### src/rtl/core/lcer_pkg.sv
// Shared types and constants for the LED current exposure regulator.
// No dependencies.
package lcer_pkg;

    localparam logic [7:0] TOUCH_PRESENT = 8'h80;
    localparam logic [7:0] LED_DRIVE_BASE = 8'hE0;
    localparam logic [7:0] LED_RELEASED = 8'hFF;

    // regulator phase codes; the unused code behaves as lowering
    localparam logic [1:0] PH_IDLE = 2'd0;
    localparam logic [1:0] PH_RAISE = 2'd1;
    localparam logic [1:0] PH_LOWER = 2'd2;

    // configuration register indexes
    localparam logic [2:0] CFG_FRAME_LIMIT = 3'd0;
    localparam logic [2:0] CFG_START_HIGH = 3'd1;
    localparam logic [2:0] CFG_START_LOW = 3'd2;
    localparam logic [2:0] CFG_KEEP_HIGH = 3'd3;
    localparam logic [2:0] CFG_KEEP_LOW = 3'd4;
    localparam logic [2:0] CFG_CUR_HIGH = 3'd5;
    localparam logic [2:0] CFG_CUR_LOW = 3'd6;
    localparam logic [2:0] CFG_STEP_INC = 3'd7;

    typedef struct packed {
        logic       sensor_active;
        logic       current_changed;
        logic [7:0] led_value;
        logic       led_write;
    } t_result;

endpackage

### src/rtl/core/led_current_exposure_regulator.sv
// LED current exposure regulator: top level, single register stage.
// Depends on lcer_pkg.
//
// One frame event per item. Each item is decided in the cycle it is accepted
// against the current regulator state, and its result lands in the output
// register the next cycle, so the block sustains one item per clock; the
// input is ready whenever the output register is empty or being drained.
// Configuration registers take effect for the next accepted item; the
// configuration port is always ready.
module led_current_exposure_regulator #(
    parameter logic [4:0] DEFAULT_STEP = 5'd8
) (
    input  logic        i_clk,
    input  logic        i_rst_n,
    // configuration write channel
    input  logic        i_cfg_valid,
    output logic        o_cfg_ready,
    input  logic [2:0]  i_cfg_index,
    input  logic [9:0]  i_cfg_data,
    // frame events in
    input  logic        s_axis_tvalid,
    output logic        s_axis_tready,
    input  logic [23:0] s_axis_tdata,   // [7:0] touch_code, [17:8] exposure_lines, rest zero
    // results out
    output logic        m_axis_tvalid,
    input  logic        m_axis_tready,
    output logic [15:0] m_axis_tdata    // [0] led_write, [8:1] led_value,
                                        // [9] current_changed, [10] sensor_active, rest zero
);

    // configuration
    logic [7:0] r_frame_limit;
    logic [9:0] r_start_high, r_start_low, r_keep_high, r_keep_low;
    logic [4:0] r_cur_high, r_cur_low, r_step_inc;

    // regulator state
    logic [1:0] r_phase, n_phase;
    logic [7:0] r_frame_cnt, n_frame_cnt;
    logic [5:0] r_step, n_step;
    logic       r_asleep, n_asleep;

    // output register
    logic                 r_out_valid;
    lcer_pkg::t_result    r_out, n_out;

    logic [7:0] touch;
    logic [9:0] expo;
    logic       accept;
    logic [6:0] step_up, lo_plus, step_dn, hi_ext, lo_ext, cur;
    logic       changed;

    assign touch  = s_axis_tdata[7:0];
    assign expo   = s_axis_tdata[17:8];
    assign s_axis_tready = !r_out_valid || m_axis_tready;
    assign accept = s_axis_tvalid && s_axis_tready;
    assign o_cfg_ready = 1'b1;

    assign m_axis_tvalid = r_out_valid;
    assign m_axis_tdata  = {5'd0, r_out};

    always_comb begin
        n_phase     = r_phase;
        n_frame_cnt = r_frame_cnt;
        n_step      = r_step;
        n_asleep    = r_asleep;
        n_out       = '0;
        changed     = 1'b0;
        hi_ext      = {2'd0, r_cur_high};
        lo_ext      = {2'd0, r_cur_low};
        lo_plus     = lo_ext + {2'd0, r_step_inc};
        cur         = {1'b0, r_step};
        step_up     = 7'd0;
        step_dn     = 7'd0;

        if (touch == lcer_pkg::TOUCH_PRESENT) begin
            n_out.sensor_active = 1'b1;
            if (r_asleep) begin
                n_out.led_write = 1'b1;
                n_out.led_value = lcer_pkg::LED_DRIVE_BASE | {3'd0, DEFAULT_STEP};
                n_asleep        = 1'b0;
            end
            if (r_frame_cnt <= r_frame_limit) begin
                n_frame_cnt = r_frame_cnt + 8'd1;
            end else begin
                n_frame_cnt = 8'd0;
                // idle decision reads the step back through the 5-bit register field
                if (r_phase == lcer_pkg::PH_IDLE) begin
                    cur = {2'd0, r_step[4:0]};
                end
                step_up = cur + {2'd0, r_step_inc};
                step_dn = cur - {2'd0, r_step_inc};
                case (r_phase)
                    lcer_pkg::PH_IDLE: begin
                        if (expo >= r_start_high || expo <= r_start_low) begin
                            n_step = cur[5:0];
                            if (expo >= r_start_high && cur < hi_ext) begin
                                n_phase = lcer_pkg::PH_RAISE;
                                n_step  = (step_up > hi_ext) ? hi_ext[5:0] : step_up[5:0];
                                changed = 1'b1;
                            end else if (expo <= r_start_low && cur > lo_ext) begin
                                n_phase = lcer_pkg::PH_LOWER;
                                n_step  = (cur <= lo_plus) ? lo_ext[5:0] : step_dn[5:0];
                                changed = 1'b1;
                            end else begin
                                n_phase = lcer_pkg::PH_IDLE;
                            end
                        end
                    end
                    lcer_pkg::PH_RAISE: begin
                        if (expo > r_keep_high) begin
                            changed = 1'b1;
                            if (step_up >= hi_ext) begin
                                n_phase = lcer_pkg::PH_IDLE;
                                n_step  = hi_ext[5:0];
                            end else begin
                                n_step  = step_up[5:0];
                            end
                        end else begin
                            n_phase = lcer_pkg::PH_IDLE;
                        end
                    end
                    default: begin
                        // lowering, and the unused phase code
                        if (expo < r_keep_low) begin
                            changed = 1'b1;
                            if (cur <= lo_plus) begin
                                n_phase = lcer_pkg::PH_IDLE;
                                n_step  = lo_ext[5:0];
                            end else begin
                                n_phase = lcer_pkg::PH_LOWER;
                                n_step  = step_dn[5:0];
                            end
                        end else begin
                            n_phase = lcer_pkg::PH_IDLE;
                        end
                    end
                endcase
                if (changed) begin
                    n_out.led_write = 1'b1;
                    n_out.led_value = lcer_pkg::LED_DRIVE_BASE | {3'd0, n_step[4:0]};
                end
            end
        end else begin
            n_step          = {1'b0, DEFAULT_STEP};
            n_asleep        = 1'b1;
            n_out.led_write = 1'b1;
            n_out.led_value = lcer_pkg::LED_RELEASED;
        end
        n_out.current_changed = changed;
    end

    always_ff @(posedge i_clk) begin
        if (!i_rst_n) begin
            r_frame_limit <= 8'd3;
            r_start_high  <= 10'd800;
            r_start_low   <= 10'd200;
            r_keep_high   <= 10'd600;
            r_keep_low    <= 10'd400;
            r_cur_high    <= 5'd31;
            r_cur_low     <= 5'd0;
            r_step_inc    <= 5'd2;
        end else if (i_cfg_valid) begin
            case (i_cfg_index)
                lcer_pkg::CFG_FRAME_LIMIT: r_frame_limit <= i_cfg_data[7:0];
                lcer_pkg::CFG_START_HIGH:  r_start_high  <= i_cfg_data;
                lcer_pkg::CFG_START_LOW:   r_start_low   <= i_cfg_data;
                lcer_pkg::CFG_KEEP_HIGH:   r_keep_high   <= i_cfg_data;
                lcer_pkg::CFG_KEEP_LOW:    r_keep_low    <= i_cfg_data;
                lcer_pkg::CFG_CUR_HIGH:    r_cur_high    <= i_cfg_data[4:0];
                lcer_pkg::CFG_CUR_LOW:     r_cur_low     <= i_cfg_data[4:0];
                lcer_pkg::CFG_STEP_INC:    r_step_inc    <= i_cfg_data[4:0];
                default: ;
            endcase
        end
    end

    always_ff @(posedge i_clk) begin
        if (!i_rst_n) begin
            r_phase     <= lcer_pkg::PH_IDLE;
            r_frame_cnt <= 8'd0;
            r_step      <= {1'b0, DEFAULT_STEP};
            r_asleep    <= 1'b1;
            r_out_valid <= 1'b0;
        end else begin
            if (accept) begin
                r_phase     <= n_phase;
                r_frame_cnt <= n_frame_cnt;
                r_step      <= n_step;
                r_asleep    <= n_asleep;
                r_out_valid <= 1'b1;
            end else if (m_axis_tready) begin
                r_out_valid <= 1'b0;
            end
        end
    end

    always_ff @(posedge i_clk) begin
        if (accept) begin
            r_out <= n_out;
        end
    end

endmodule

### config.mk
export PLATFORM = sky130hd
export DESIGN_NAME = led_current_exposure_regulator
export DESIGN_NICKNAME = d
export VERILOG_FILES = /design/src/rtl/core/lcer_pkg.sv /design/src/rtl/core/led_current_exposure_regulator.sv
export SDC_FILE = /design/constraint.sdc
export NUM_CORES = 1
export LEC_CHECK = 0
export BUFFER_PORTS_ARGS = -buffer_cell sky130_fd_sc_hd__buf_2
export CAP_MARGIN = 10
export CORE_MARGIN = 5
export CORE_UTILIZATION = 48
export CTS_CLUSTER_SIZE = 8
export DETAILED_ROUTE_END_ITERATION = 16
export PLACE_DENSITY = 0.74
export SKIP_LAST_GASP = 1
export SYNTH_ARGS = -nofsm -noshare
export SYNTH_HDL_FRONTEND = slang
export SYNTH_SLANG_ARGS = --single-unit
export TNS_END_PERCENT = 100
### constraint.sdc
create_clock -name i_clk -period 5.4 [get_ports i_clk]
set_input_delay 0.81 -clock i_clk [delete_from_list [all_inputs] [get_ports i_clk]]
set_output_delay 0.81 -clock i_clk [all_outputs]
set_load 0.03 [all_outputs]
; ---- Yosys cells after proc, flatten, opt, wreduce, memory -nomap -nowiden
; Cells that the tools add are included.
[classes]
n_addsub = 4
order_cmp = 10
eq_ne = 15
mux = 38
n_bitwise = 2
reduce_logical = 22
[op_table]
columns = op, n
row1 = $mux 6, 11
row2 = $mux 9, 3
row3 = $reduce_and 2->1, 10
row4 = $gt 7x5->1, 2
row5 = $mux 2, 7
row6 = $mux 7, 2
row7 = $eq 3x3->1 const B, 4
row8 = $pmux 6 s2, 1
row9 = $mux 1, 11
row10 = $ge 10x10->1, 1
row11 = $gt 10x10->1, 1
row12 = $le 10x10->1, 1
row13 = $lt 10x10->1, 1
row14 = $reduce_and 5->1, 2
row15 = $add 8x1->8 const B, 1
row16 = $eq 8x8->1 const B, 1
row17 = $le 8x8->1, 1
row18 = $mux 8, 1
row19 = $add 7x5->7, 1
row20 = $ge 7x5->1, 1
row21 = $le 7x6->1, 1
row22 = $lt 7x5->1, 1
row23 = $add 5x5->6, 1
row24 = $eq 3x2->1 const B, 2
row25 = other kinds (18), 23
[word_totals]
register_bits = 92
word_cells = 109

; ---- Logic depth before layout (Yosys ltp)
; Gate-level depths: netlist of the first run.
[depth]
depth_word = 14
mapped_depth = 16

; ---- Least setup slack after synthesis of the first run
; OpenSTA, ideal clock, no wires.
[synth_path]
kind = register -> register
start = reg r_step_inc[0]
end = reg r_out, in the netlist m_axis_tdata[5] (data pin)
t_arrival_ns = 3.428
required_time_ns = 5.247
path_slack_ns = 1.819
stages_incl_launch_ff = 17
synth_period_minus_slack_ns = 3.581
cell_sequence = dfxtp_1 -> ha_1 -> inv_1 -> fa_1 -> inv_1 -> a21o_1 -> a21oi_1 -> xor2_1 -> ha_1 -> and3_1 -> and4_1 -> a21oi_1 -> mux2i_1 -> mux2i_1 -> mux2_4 -> a211o_1 -> o21ai_1
[synth_between]
elab_chain_cells = 9
word_cells_on_any_way = 17
cone_classes = add/sub: 3 / order compare: 3 / mux: 11
[synth_lines]
columns = element, line_no
row1 = "start, declared", led_current_exposure_regulator.sv:34  ; logic [4:0] r_cur_high, r_cur_low, r_step_inc;
row2 = "start signal, assigned", led_current_exposure_regulator.sv:171  ; lcer_pkg::CFG_STEP_INC: r_step_inc <= i_cfg_data[4:0];
row3 = $add 5x5->6, led_current_exposure_regulator.sv:70  ; lo_plus = lo_ext + {2'd0, r_step_inc};
row4 = $le 7x6->1, "led_current_exposure_regulator.sv:102, led_current_exposure_regulator.sv:126"
row5 = $mux 6, "led_current_exposure_regulator.sv:102, led_current_exposure_regulator.sv:126"
row6 = $mux 6, led_current_exposure_regulator.sv:100  ; end else if (expo <= r_start_low && cur > lo_ext) begin
row7 = $mux 6, led_current_exposure_regulator.sv:96  ; if (expo >= r_start_high && cur < hi_ext) begin
row8 = $mux 6, led_current_exposure_regulator.sv:94  ; if (expo >= r_start_high || expo <= r_start_low) begin
row9 = $pmux 6 s2 *, led_current_exposure_regulator.sv:92  ; case (r_phase)
row10 = $mux 9 *, led_current_exposure_regulator.sv:138  ; if (changed) begin
row11 = $mux 9 *, led_current_exposure_regulator.sv:82  ; if (r_frame_cnt <= r_frame_limit) begin
row12 = "end signal, assigned", led_current_exposure_regulator.sv:199  ; r_out <= n_out;
row13 = "end, declared", led_current_exposure_regulator.sv:44  ; lcer_pkg::t_result r_out, n_out;
; Every way passes the cells marked *; elsewhere a longest branch is shown, timed or not. The select of a mux whose other input is x is not followed.
; A chain may end at the register's enable or synchronous reset.

; ---- Final worst setup path of the first run
[layout_path]
start = reg r_step[1]
end = reg r_out, in the netlist m_axis_tdata[3] (data pin)
[layout_between]
elab_chain_cells = 13
word_cells_on_any_way = 29
cone_classes = add/sub: 2 / order compare: 5 / mux: 20 / reduce/logical: 2
[layout_lines]
columns = element, line_no
row1 = "start, declared", led_current_exposure_regulator.sv:39  ; logic [5:0] r_step, n_step;
row2 = "start signal, assigned", led_current_exposure_regulator.sv:181  ; r_step <= {1'b0, DEFAULT_STEP};
row3 = "start signal, assigned", led_current_exposure_regulator.sv:188  ; r_step <= n_step;
row4 = $mux 6 *, led_current_exposure_regulator.sv:87  ; if (r_phase == lcer_pkg::PH_IDLE) begin
row5 = $mux 7 *, led_current_exposure_regulator.sv:82
row6 = $mux 7 *, led_current_exposure_regulator.sv:75  ; if (touch == lcer_pkg::TOUCH_PRESENT) begin
row7 = "parallel branches: the longest is 8 deep, another holds $add 7x5->7", n/a
row8 = $mux 9 *, led_current_exposure_regulator.sv:138
row9 = $mux 9 *, led_current_exposure_regulator.sv:82
; Every way passes the cells marked *. The select of a mux whose other input is x is not followed.

==> results of run 1 <==
-- per-stage QoR --
step / power, mW / instances / util (%)
2_1_floorplan: 0.841 / 746 / -
4_1_cts: 1.56 / 949 / 54.0
6_report: 1.55 / 949 / 54.0
3_3_place_gp: 0.896 / 933 / 51.5
5_1_grt: 1.62 / 949 / 54.0
3_5_place_dp: 0.899 / 933 / 51.5
-- layer usage --
layer,vias to the layer above,GRT usage [%],wire length (um)
met1,2376,26.3,6810
met2,121,31.9,6720
li1,2643,-,-
met5,-,0,0
met4,0,7.20,335
met3,21,4.54,606
-- registers in the layout, summed over array words and instances, names as in the netlist --
signal and cells:
r_keep_high 10, r_keep_low 10, r_start_high 10, r_start_low 10, m_axis_tdata 8, r_frame_cnt 8, r_frame_limit 8, r_step 6
r_cur_high 5, r_cur_low 5, r_step_inc 5, r_phase 2, m_axis_tvalid 1, r_asleep 1
-- power groups by stage --
stage / Clock [mW] / Combinational, mW / Sequential [mW]
finish: 0.666 / 0.200 / 0.686
global route: 0.709 / 0.226 / 0.687
CTS: 0.677 / 0.200 / 0.686
detailed placement: 0 / 0.198 / 0.701
global placement: 0 / 0.196 / 0.700
floorplan: 0 / 0.139 / 0.703
-- Yosys cell counts, drive strengths merged (3+ instances only) --
cell and n:
nand2 115, ha 83, dfxtp 81, inv 78, a21boi 36, nor2 32, a21oi 27, mux2i 27
clkbuf 23, o211ai 20, o21ai 20, nor2b 17, nand3 14, buf 12, xor2 12, a211oi 9
a21o 9, and3 9, o21a 9, o22ai 9, edfxtp 8, nand2b 8, nand4 8, and2 7
nor3 6, o21bai 6, a31oi 5, nor4 4, a32o 3, fa 3, o2111ai 3, o31ai 3
or2 3
-- kinds of logic after synthesis --
family	after synthesis
buf+inv	113
simple gates	233
xor+xnor	14
other cells	2
mux	29
compound gates	176
fa+ha+maj	86
flops	89
-- worst max-delay path: stages, from the launching register on --
cell      delay (ps)
dfxtp_1          560
ha_1             330
nor2b_1          150
nor2_1            60
o21bai_1         170
xnor2_1          220
ha_1             340
and3_1           190
o21ai_0           70
nand3_1          130
a221oi_4         500
mux2i_1          270
o21bai_1          90
nor4_1           370
o31ai_1          100
-- cell type report --
type	count	area, um^2
fillers	1238	5830
multi-input cells	544	3900
flip-flops and latches	89	1860
inverters	78	293
repair buffers	50	255
clock buffers	11	233
well taps	172	215
clock inverters	5	80.1
-- worst max path at each step --
stage	from	endpoint	slack [ps]	cells after the start
global route	r_step[1]	m_axis_tdata[3]	1260	14
CTS	r_step[1]	m_axis_tdata[3]	1560	14
floorplan	r_step_inc[0]	m_axis_tdata[5]	1820	16
global placement	s_axis_tdata[8]	m_axis_tdata[2]	1300	10
finish	r_step[1]	m_axis_tdata[3]	1550	14
detailed placement	s_axis_tdata[8]	m_axis_tdata[2]	1360	10
==> out/metrics.cfg, run 1 <==
[final_layout]
synthToLayoutAreaGrowth_pct=9.92
n_antenna_cell=0
layout_common_cells=115 x nand2_1, 83 x ha_1, 81 x dfxtp_1
final_area_um2=6840
drive_above_1_share_pct=10.4
nets=900
final_common_cell=nand2_1

[setup_path]
worstPathRequired_ps=5470
crit_type=reg -> reg
startpoint_type=flip-flop
crit_fanout=8
rr_worst_depth=14
r2r_slack_ps=1550
crit_arrival_ps=3910
reg2reg_from=r_step[1]
reg2reg_to=m_axis_tdata[3]
end_kind=flip-flop

[cts]
postCtsSetupBuffers=0
clkTransAtPathRegs_ps=70
cts_buffers=9
clockRootBuffer=clkbuf_16
clkLatencyLatePin_ps=350
hold_buffers=0
cts_resized=0
clockBufferDepth=2
htreeDepth=3
cts_tree=built
cts.sink_count=89

[outcome]
status=completed

[global_route]
track_usage_pct=19.9
antenna_found_initial=0
gr-total-overflow=0
grt_pass1_wl_um=23800
grt_pass1_vias=4767
grt_max_degree=77

[synth]
synthFlopType=dfxtp_1
synth-simple-area-share_pct=17.7
syn_area_um2=6220
synthDistinctLibCells=67
synthMuxAreaShare_pct=4.83
synth_compound_area_share_pct=20.2
yosysSeqAreaShare_pct=29.9
synth_xor_area_share_pct=1.97
yosys.area.top_type_share_pct=26.1
netlist_top_cells_area=dfxtp_1 26%, ha_1 17%, nand2_1 6.9%, inv_1 4.7%, mux2i_1 4.3%
avgSynthCellArea_um2=8.38
synth_top_family_by_area=compound AO/OA/AOI/OAI gates
synth_area_leader_cell=dfxtp_1
synthAdderAreaFrac_pct=17.7
syn_inst=742
ys_ff_latch=89
ys_warn_count=0
synth-async-reset-ratio_pct=0
synth_edf_count=8

[routing]
drt_first_pass_iters=5
via_per_inst=5.44
detail-route-antenna-nets=0
drc=0
wl_per_cell_um=15.2
drtIter0Drc=344
wl_um=14500
vias=5161

[power]
p_leak_nw=3.07
clkPwrFrac_pct=42.9
p_switching_mw=0.392
comb_power_share_pct=12.9
ir_drop_v=0.000193
netSwitchingFraction_pct=25.3
power_frac_seq_pct=44.2
pwr_density_cell_nw_per_um2=227
p_int_mw=1.16

[placement]
gp_congestion=0.918
dpl_worst_slack_ps=1360
hpwl_um=11100
port_buffers=48
place_area_um2=6530

[floorplanning]
core_region_area_um2=12700
start_util_pct=49.1
die_y_um=124
fp-row-count=41
dieArea_um2=15300
ios=61
die_x_um=124

[sta]
final_max_slew_viol_count=0
finalHoldViolCount=0
slew_headroom_pct=29.6
setup-tns-final_ps=0
setup_viol=0
fmax_mhz=260
timing.hold.ws_ps=463
tightest_slew_ps=1040
min_period_ps=3850
finalCritPeriodShare_pct=71.3
setup_ws_ps=1550
skew_ps=8.13
rsz0062_at_grt=false

[worst_hold_path]
hold_class=reg -> reg
min-delay-start=r_start_low[5]
whs_path_depth=2
min_to=r_start_low[5]

[job]
cap_violations=0

Note: power is estimated with default switching activity, not from simulation.
==> run 2, diff against run 1 <==
--- a/config.mk
+++ b/config.mk
@@ -11,7 +11,7 @@
 export CORE_UTILIZATION = 48
 export CTS_CLUSTER_SIZE = 8
 export DETAILED_ROUTE_END_ITERATION = 16
-export PLACE_DENSITY = 0.74
+export PLACE_DENSITY = 0.76
 export SKIP_LAST_GASP = 1
 export SYNTH_ARGS = -nofsm -noshare
 export SYNTH_HDL_FRONTEND = slang
==> constraint.sdc (replaced) <==
create_clock -name i_clk -period 3.4 [get_ports i_clk]
set_input_delay 0.51 -clock i_clk [delete_from_list [all_inputs] [get_ports i_clk]]
set_output_delay 0.51 -clock i_clk [all_outputs]
set_load 0.03 [all_outputs]
==> run 2 against run 1 <==
- first-iteration DRC count rose by 4.1%
- final area rose by 6.9%
- sequential cell count did not move
==> out/metrics.cfg, run 2 (same netlist as run 1, synthesis figures left out) <==
[setup_path]
startpoint_type=flip-flop
reg2reg_to=m_axis_tdata[5]
crit_arrival_ps=3480  ; -430 ps
worstPathRequired_ps=3500  ; -1970 ps
end_kind=flip-flop
crit_type=reg -> reg
r2r_slack_ps=20  ; -1530 ps
reg2reg_from=r_step_inc[0]
rr_worst_depth=14  ; unchanged
crit_fanout=5  ; -3

[power]
ir_drop_v=0.000352  ; +83%
pwr_density_cell_nw_per_um2=328  ; +44%
p_leak_nw=3.27  ; +6.6%

[worst_hold_path]
min-delay-start=s_axis_tvalid
min_to=m_axis_tvalid
hold_class=in -> reg
whs_path_depth=3  ; +1

[final_layout]
nets=945  ; +5.0%
drive_above_1_share_pct=19.1  ; +8.7 points
synthToLayoutAreaGrowth_pct=17.5
n_antenna_cell=0  ; unchanged
layout_common_cells=115 x nand2_1, 78 x ha_1, 75 x inv_1, 75 x dfxtp_1, 48 x buf_2
final_common_cell=nand2_1

[routing]
via_per_inst=5.47  ; +0.58%
wl_um=15700  ; +8.3%
vias=5426  ; +5.1%
detail-route-antenna-nets=0  ; unchanged
drc=0  ; unchanged
drt_first_pass_iters=5  ; unchanged
drtIter0Drc=358  ; +4.1%
wl_per_cell_um=15.8  ; +3.6%

[cts]
clkLatencyLatePin_ps=350  ; about the same
clockBufferDepth=2  ; unchanged
htreeDepth=3  ; unchanged
clockRootBuffer=clkbuf_16
cts_buffers=9  ; unchanged
cts.sink_count=89  ; unchanged
hold_buffers=0  ; unchanged
cts_tree=built
clkTransAtPathRegs_ps=60  ; about the same

[placement]
hpwl_um=11700  ; +5.5%
dpl_worst_slack_ps=-88.1  ; -1450 ps
gp_congestion=0.936  ; +2.0%
port_buffers=48  ; unchanged

[global_route]
track_usage_pct=20.9  ; +0.96 points
gr-total-overflow=0  ; unchanged
antenna_found_initial=0  ; unchanged
grt_max_degree=66  ; -14%
grt_pass1_wl_um=24700  ; +3.7%
grt_pass1_vias=5023  ; +5.4%

[sta]
tightest_slew_ps=799  ; -244 ps
final_max_slew_viol_count=0  ; unchanged
slew_headroom_pct=46.2  ; +17 points
setup_viol=0  ; unchanged
timing.hold.ws_ps=415  ; -48.3 ps
rsz0062_at_grt=true
min_period_ps=3380  ; -468 ps
setup-tns-final_ps=0  ; unchanged
finalHoldViolCount=0  ; unchanged
fmax_mhz=296  ; +14%
finalCritPeriodShare_pct=99.4  ; +28 points
setup_ws_ps=20.3  ; -1530 ps
skew_ps=4.95  ; -3.17 ps

[floorplanning]
die_x_um=124  ; unchanged
start_util_pct=49.1  ; unchanged
ios=61  ; unchanged
fp-row-count=41  ; unchanged
core_region_area_um2=12700  ; unchanged
die_y_um=124  ; unchanged
dieArea_um2=15300  ; unchanged

[outcome]
status=completed

[job]
cap_violations=0  ; unchanged

[run 2: cell types whose count changed in the layout (fill, tap and decap cells not counted), sizes merged]
cell	before	now
buf	50	95
bufinv	2	0
clkbuf	11	14
clkinv	1	0
clkinvlp	2	0
[run 2: cell type report]
cell class                      instances  area [um^2]
Clock buffer                           14          274
Fill cell                            1173         5360
Inverter                               78          293
Multi-Input combinational cell        544         4050
Sequential cell                        89         1870
Tap cell                              172          215
Timing Repair Buffer                   95          604
[run 2: how the worst max path moves through the flow]
stage | slack [ps] | endpoint | cells after the start | startpoint
floorplan | 5 | m_axis_tdata[5] | 16 | r_step_inc[0]
global placement | -30 | m_axis_tdata[3] | 15 | r_step_inc[0]
detailed placement | -90 | m_axis_tdata[3] | 16 | r_step_inc[0]
CTS | 5 | m_axis_tdata[5] | 16 | r_step_inc[0]
global route | -110 | m_axis_tdata[3] | 16 | r_step_inc[0]
finish | 20 | m_axis_tdata[5] | 14 | r_step_inc[0]
[run 2: where the power goes]
group / switching [mW] / internal [mW] / total [mW]
Combinational: 0.213 / 0.148 / 0.360
Clock: 0.398 / 0.548 / 0.946
Sequential: 0.0111 / 1.08 / 1.09
[run 2: worst max-delay path, cell delays in order, from the launching register on]
cell and delay (ps):
dfxtp_4 380, ha_2 190, inv_1 60, fa_2 420, xor2_2 170, ha_1 340, and3_4 160, o21ai_0 60
nand3_1 140, a221oi_4 290, buf_6 160, mux2_4 300, o22ai_1 220, a211o_1 180, o21ai_2 60
[run 2: routing by layer]
metal	wire length (um)	vias to the layer above	track usage, %	part of all wire (%)
met1	6890	2495	27.0	44
li1	-	2733	-	-
met4	673	0	11.3	4.3
met5	0	-	0	0
met2	7330	152	33.4	47
met3	781	46	3.18	5.0
[run 2: through the flow]
stage	utilization [%]	cell area [um^2]	instances	power (mW)
2_1_floorplan	-	6240	746	1.34
3_3_place_gp	53.5	6780	966	1.43
3_5_place_dp	53.5	6780	966	1.44
4_1_cts	56.2	7120	985	2.39
5_1_grt	57.7	7310	992	2.50
6_report	57.7	7310	992	2.40
[run 2: what timing repair did]
action / 4_1_cts / 5_1_grt
gates resized for setup: 9 / 34
endpoints found under the hold margin: 0 / 0
endpoints found under the setup margin: 6 / 10
pin swaps: 4 / 30
buffers inserted: 5 / 7
==> run 3, diff against run 2 <==
--- a/config.mk
+++ b/config.mk
@@ -5,10 +5,12 @@
 export SDC_FILE = /design/constraint.sdc
 export NUM_CORES = 1
 export LEC_CHECK = 0
+export ABC_AREA = 1
 export BUFFER_PORTS_ARGS = -buffer_cell sky130_fd_sc_hd__buf_2
 export CAP_MARGIN = 10
 export CORE_MARGIN = 5
 export CORE_UTILIZATION = 48
+export CTS_CLUSTER_DIAMETER = 40
 export CTS_CLUSTER_SIZE = 8
 export DETAILED_ROUTE_END_ITERATION = 16
 export PLACE_DENSITY = 0.76
@@ -16,4 +18,4 @@
 export SYNTH_ARGS = -nofsm -noshare
 export SYNTH_HDL_FRONTEND = slang
 export SYNTH_SLANG_ARGS = --single-unit
-export TNS_END_PERCENT = 100
+export TNS_END_PERCENT = 30
==> run 3 against run 2 <==
- critical path depth increased by 6
- hold slack improved by 40 ps
- via count increased by 6.5%
- synthesized area increased by 0.91%
- maximum frequency increased by 8.5%
- critical path type unchanged
==> out/metrics.cfg, run 3 <==
[routing]
vias=5781  ; +6.5%
drc=0  ; unchanged
wl_um=15400  ; -1.5%
via_per_inst=5.20  ; -5.0%
wl_per_cell_um=13.9  ; -12%
detail-route-antenna-nets=0  ; unchanged
drtIter0Drc=424  ; +18%
drt_first_pass_iters=5  ; unchanged

[global_route]
grt_max_degree=46  ; -30%
track_usage_pct=20.4  ; -0.47 points
grt_pass1_wl_um=26300  ; +6.4%
grt_pass1_vias=5481  ; +9.1%
antenna_found_initial=0  ; unchanged
gr-total-overflow=0  ; unchanged

[floorplanning]
dieArea_um2=15500  ; +0.83%
ios=61  ; unchanged
core_region_area_um2=12700  ; +0.40%
die_y_um=124  ; +0.41%
start_util_pct=49.3  ; +0.24 points
die_x_um=124  ; +0.41%
fp-row-count=41  ; unchanged

[setup_path]
startpoint_type=flip-flop
worstPathRequired_ps=3500  ; about the same
crit_arrival_ps=3210  ; -270 ps
end_kind=flip-flop
crit_fanout=8  ; +3
crit_type=reg -> reg

[final_layout]
synthToLayoutAreaGrowth_pct=12.0
layout_common_cells=198 x nand2_1, 128 x inv_1, 80 x ha_1, 80 x dfxtp_1, 76 x a21oi_1
final_common_cell=nand2_1
fin_util_pct=55.3  ; -2.4 points
nets=1063  ; +12%
drive_above_1_share_pct=11.9  ; -7.2 points
n_antenna_cell=0  ; unchanged

[worst_hold_path]
hold_class=in -> reg

[synth]
synth_most_common_cell=nand2_1
synth-async-reset-ratio_pct=0  ; unchanged
ys_warn_count=0  ; unchanged
ys_top_cells_by_count=200 x nand2_1, 129 x inv_1, 83 x ha_1
syn_inst=886  ; +19%
yosys.area.top_type_share_pct=25.8  ; -0.23 points
synthDistinctLibCells=42  ; -37%
synth_area_leader_cell=dfxtp_1
yosysSeqAreaShare_pct=29.7  ; -0.27 points
synthFlopType=dfxtp_1
netlist_top_cells_area=dfxtp_1 26%, ha_1 17%, nand2_1 12%, inv_1 7.7%, a21oi_1 6.1%
synth_edf_count=8  ; unchanged
ys_ff_latch=89  ; unchanged
syn_area_um2=6280  ; +0.91%
avgSynthCellArea_um2=7.08  ; -15%

[sta]
finalCritPeriodShare_pct=91.7  ; -7.8 points
setup_viol=0  ; unchanged
rsz0062_at_grt=false
timing.hold.ws_ps=455  ; +40.0 ps
finalHoldViolCount=0  ; unchanged
slew_headroom_pct=57.4  ; +11 points
final_max_slew_viol_count=0  ; unchanged
min_period_ps=3120  ; -264 ps
setup-tns-final_ps=0  ; unchanged
skew_ps=12.2  ; +7.24 ps
fmax_mhz=321  ; +8.5%
tightest_slew_ps=636  ; -163 ps

[cts]
clkLatencyLatePin_ps=340  ; about the same
clkTransAtPathRegs_ps=70  ; about the same
cts_resized=0  ; -9
htreeDepth=3  ; unchanged
hold_buffers=0  ; unchanged
cts.sink_count=89  ; unchanged
cts_buffers=9  ; unchanged
clockRootBuffer=clkbuf_16
clockBufferDepth=2  ; unchanged
postCtsSetupBuffers=0  ; -5
cts_tree=built

[power]
ir_drop_v=0.000445  ; +26%
pwr_density_cell_nw_per_um2=361  ; +10%
p_leak_nw=3.40  ; +4.1%

[outcome]
status=completed

[placement]
hpwl_um=12000  ; +2.9%
port_buffers=48  ; unchanged
gp_congestion=0.940  ; +0.44%

[job]
cap_violations=0  ; unchanged

[run 3: cell count changes after synthesis, sizes merged, moves of 34 or more]
| cell | before | now |
|---|---|---|
| a21boi | 36 | 2 |
| inv | 78 | 138 |
| nand2 | 115 | 205 |
| nor2 | 32 | 79 |
| a21oi | 27 | 77 |
| o21ai | 20 | 60 |
[run 3: critical path: stages (launching register included)]
cell and delay [ps]:
dfxtp_1 390, inv_1 110, ha_2 360, nor2_1 190, nand2_1 120, nand2_1 90, nand2_1 50, nand2_1 90
inv_1 50, ha_1 280, nand2_1 70, inv_1 50, nand4_1 100, inv_1 80, nor2_4 160, nand3_4 130
nor2_1 110, o22ai_1 90, inv_1 90, nand3_1 100, o21a_1 170
[run 3: cell type report]
class / count / area (um^2)
fill: 1277 / 5690
clock inverter: 5 / 61.3
clock buffer: 11 / 243
timing repair buffer: 59 / 323
tap: 172 / 215
inverter: 140 / 526
sequential: 89 / 1860
multi-input combinational: 636 / 3800
[run 3: kinds of logic after synthesis]
family	after synthesis	share of synthesized area (%)
simple gates	366	26.2
compound gates	170	14.9
buf+inv	165	10.5
flops	89	29.7
fa+ha+maj	86	17.5
xor+xnor	8	1.12
other cells	2	0.120
[run 3: routing by layer]
layer	wire, um	global-route usage, %	up-vias
met2	7240	34.7	138
met5	0	0	-
met4	437	6.06	0
li1	-	-	2995
met1	7030	26.2	2616
met3	741	3.99	32
[run 3: stage by stage]
stage          power, mW  area (um^2)  setup WS (ps)  std cells
4_1_cts             2.56         7000           91.2       1112
2_1_floorplan       1.41         6290            395        890
3_3_place_gp        1.52         6700            163       1096
5_1_grt             2.67         7030           8.59       1112
6_report            2.54         7030            284       1112
3_5_place_dp        1.53         6700            115       1096
[run 3: power breakdown]
group	internal [mW]	total [mW]	switching, mW
logic	0.140	0.418	0.278
clock network	0.595	1.02	0.430
registers	1.09	1.10	0.0116
[run 3: final timing paths]
check,slack (ps),cells after the start,startpoint,end
min reg2reg,460,2,r_start_high[3],r_start_high[3]
max,280,20,r_step_inc[2],m_axis_tdata[4]
max reg2reg,280,20,r_step_inc[2],m_axis_tdata[4]
min,450,3,i_cfg_data[9],r_start_high[9]
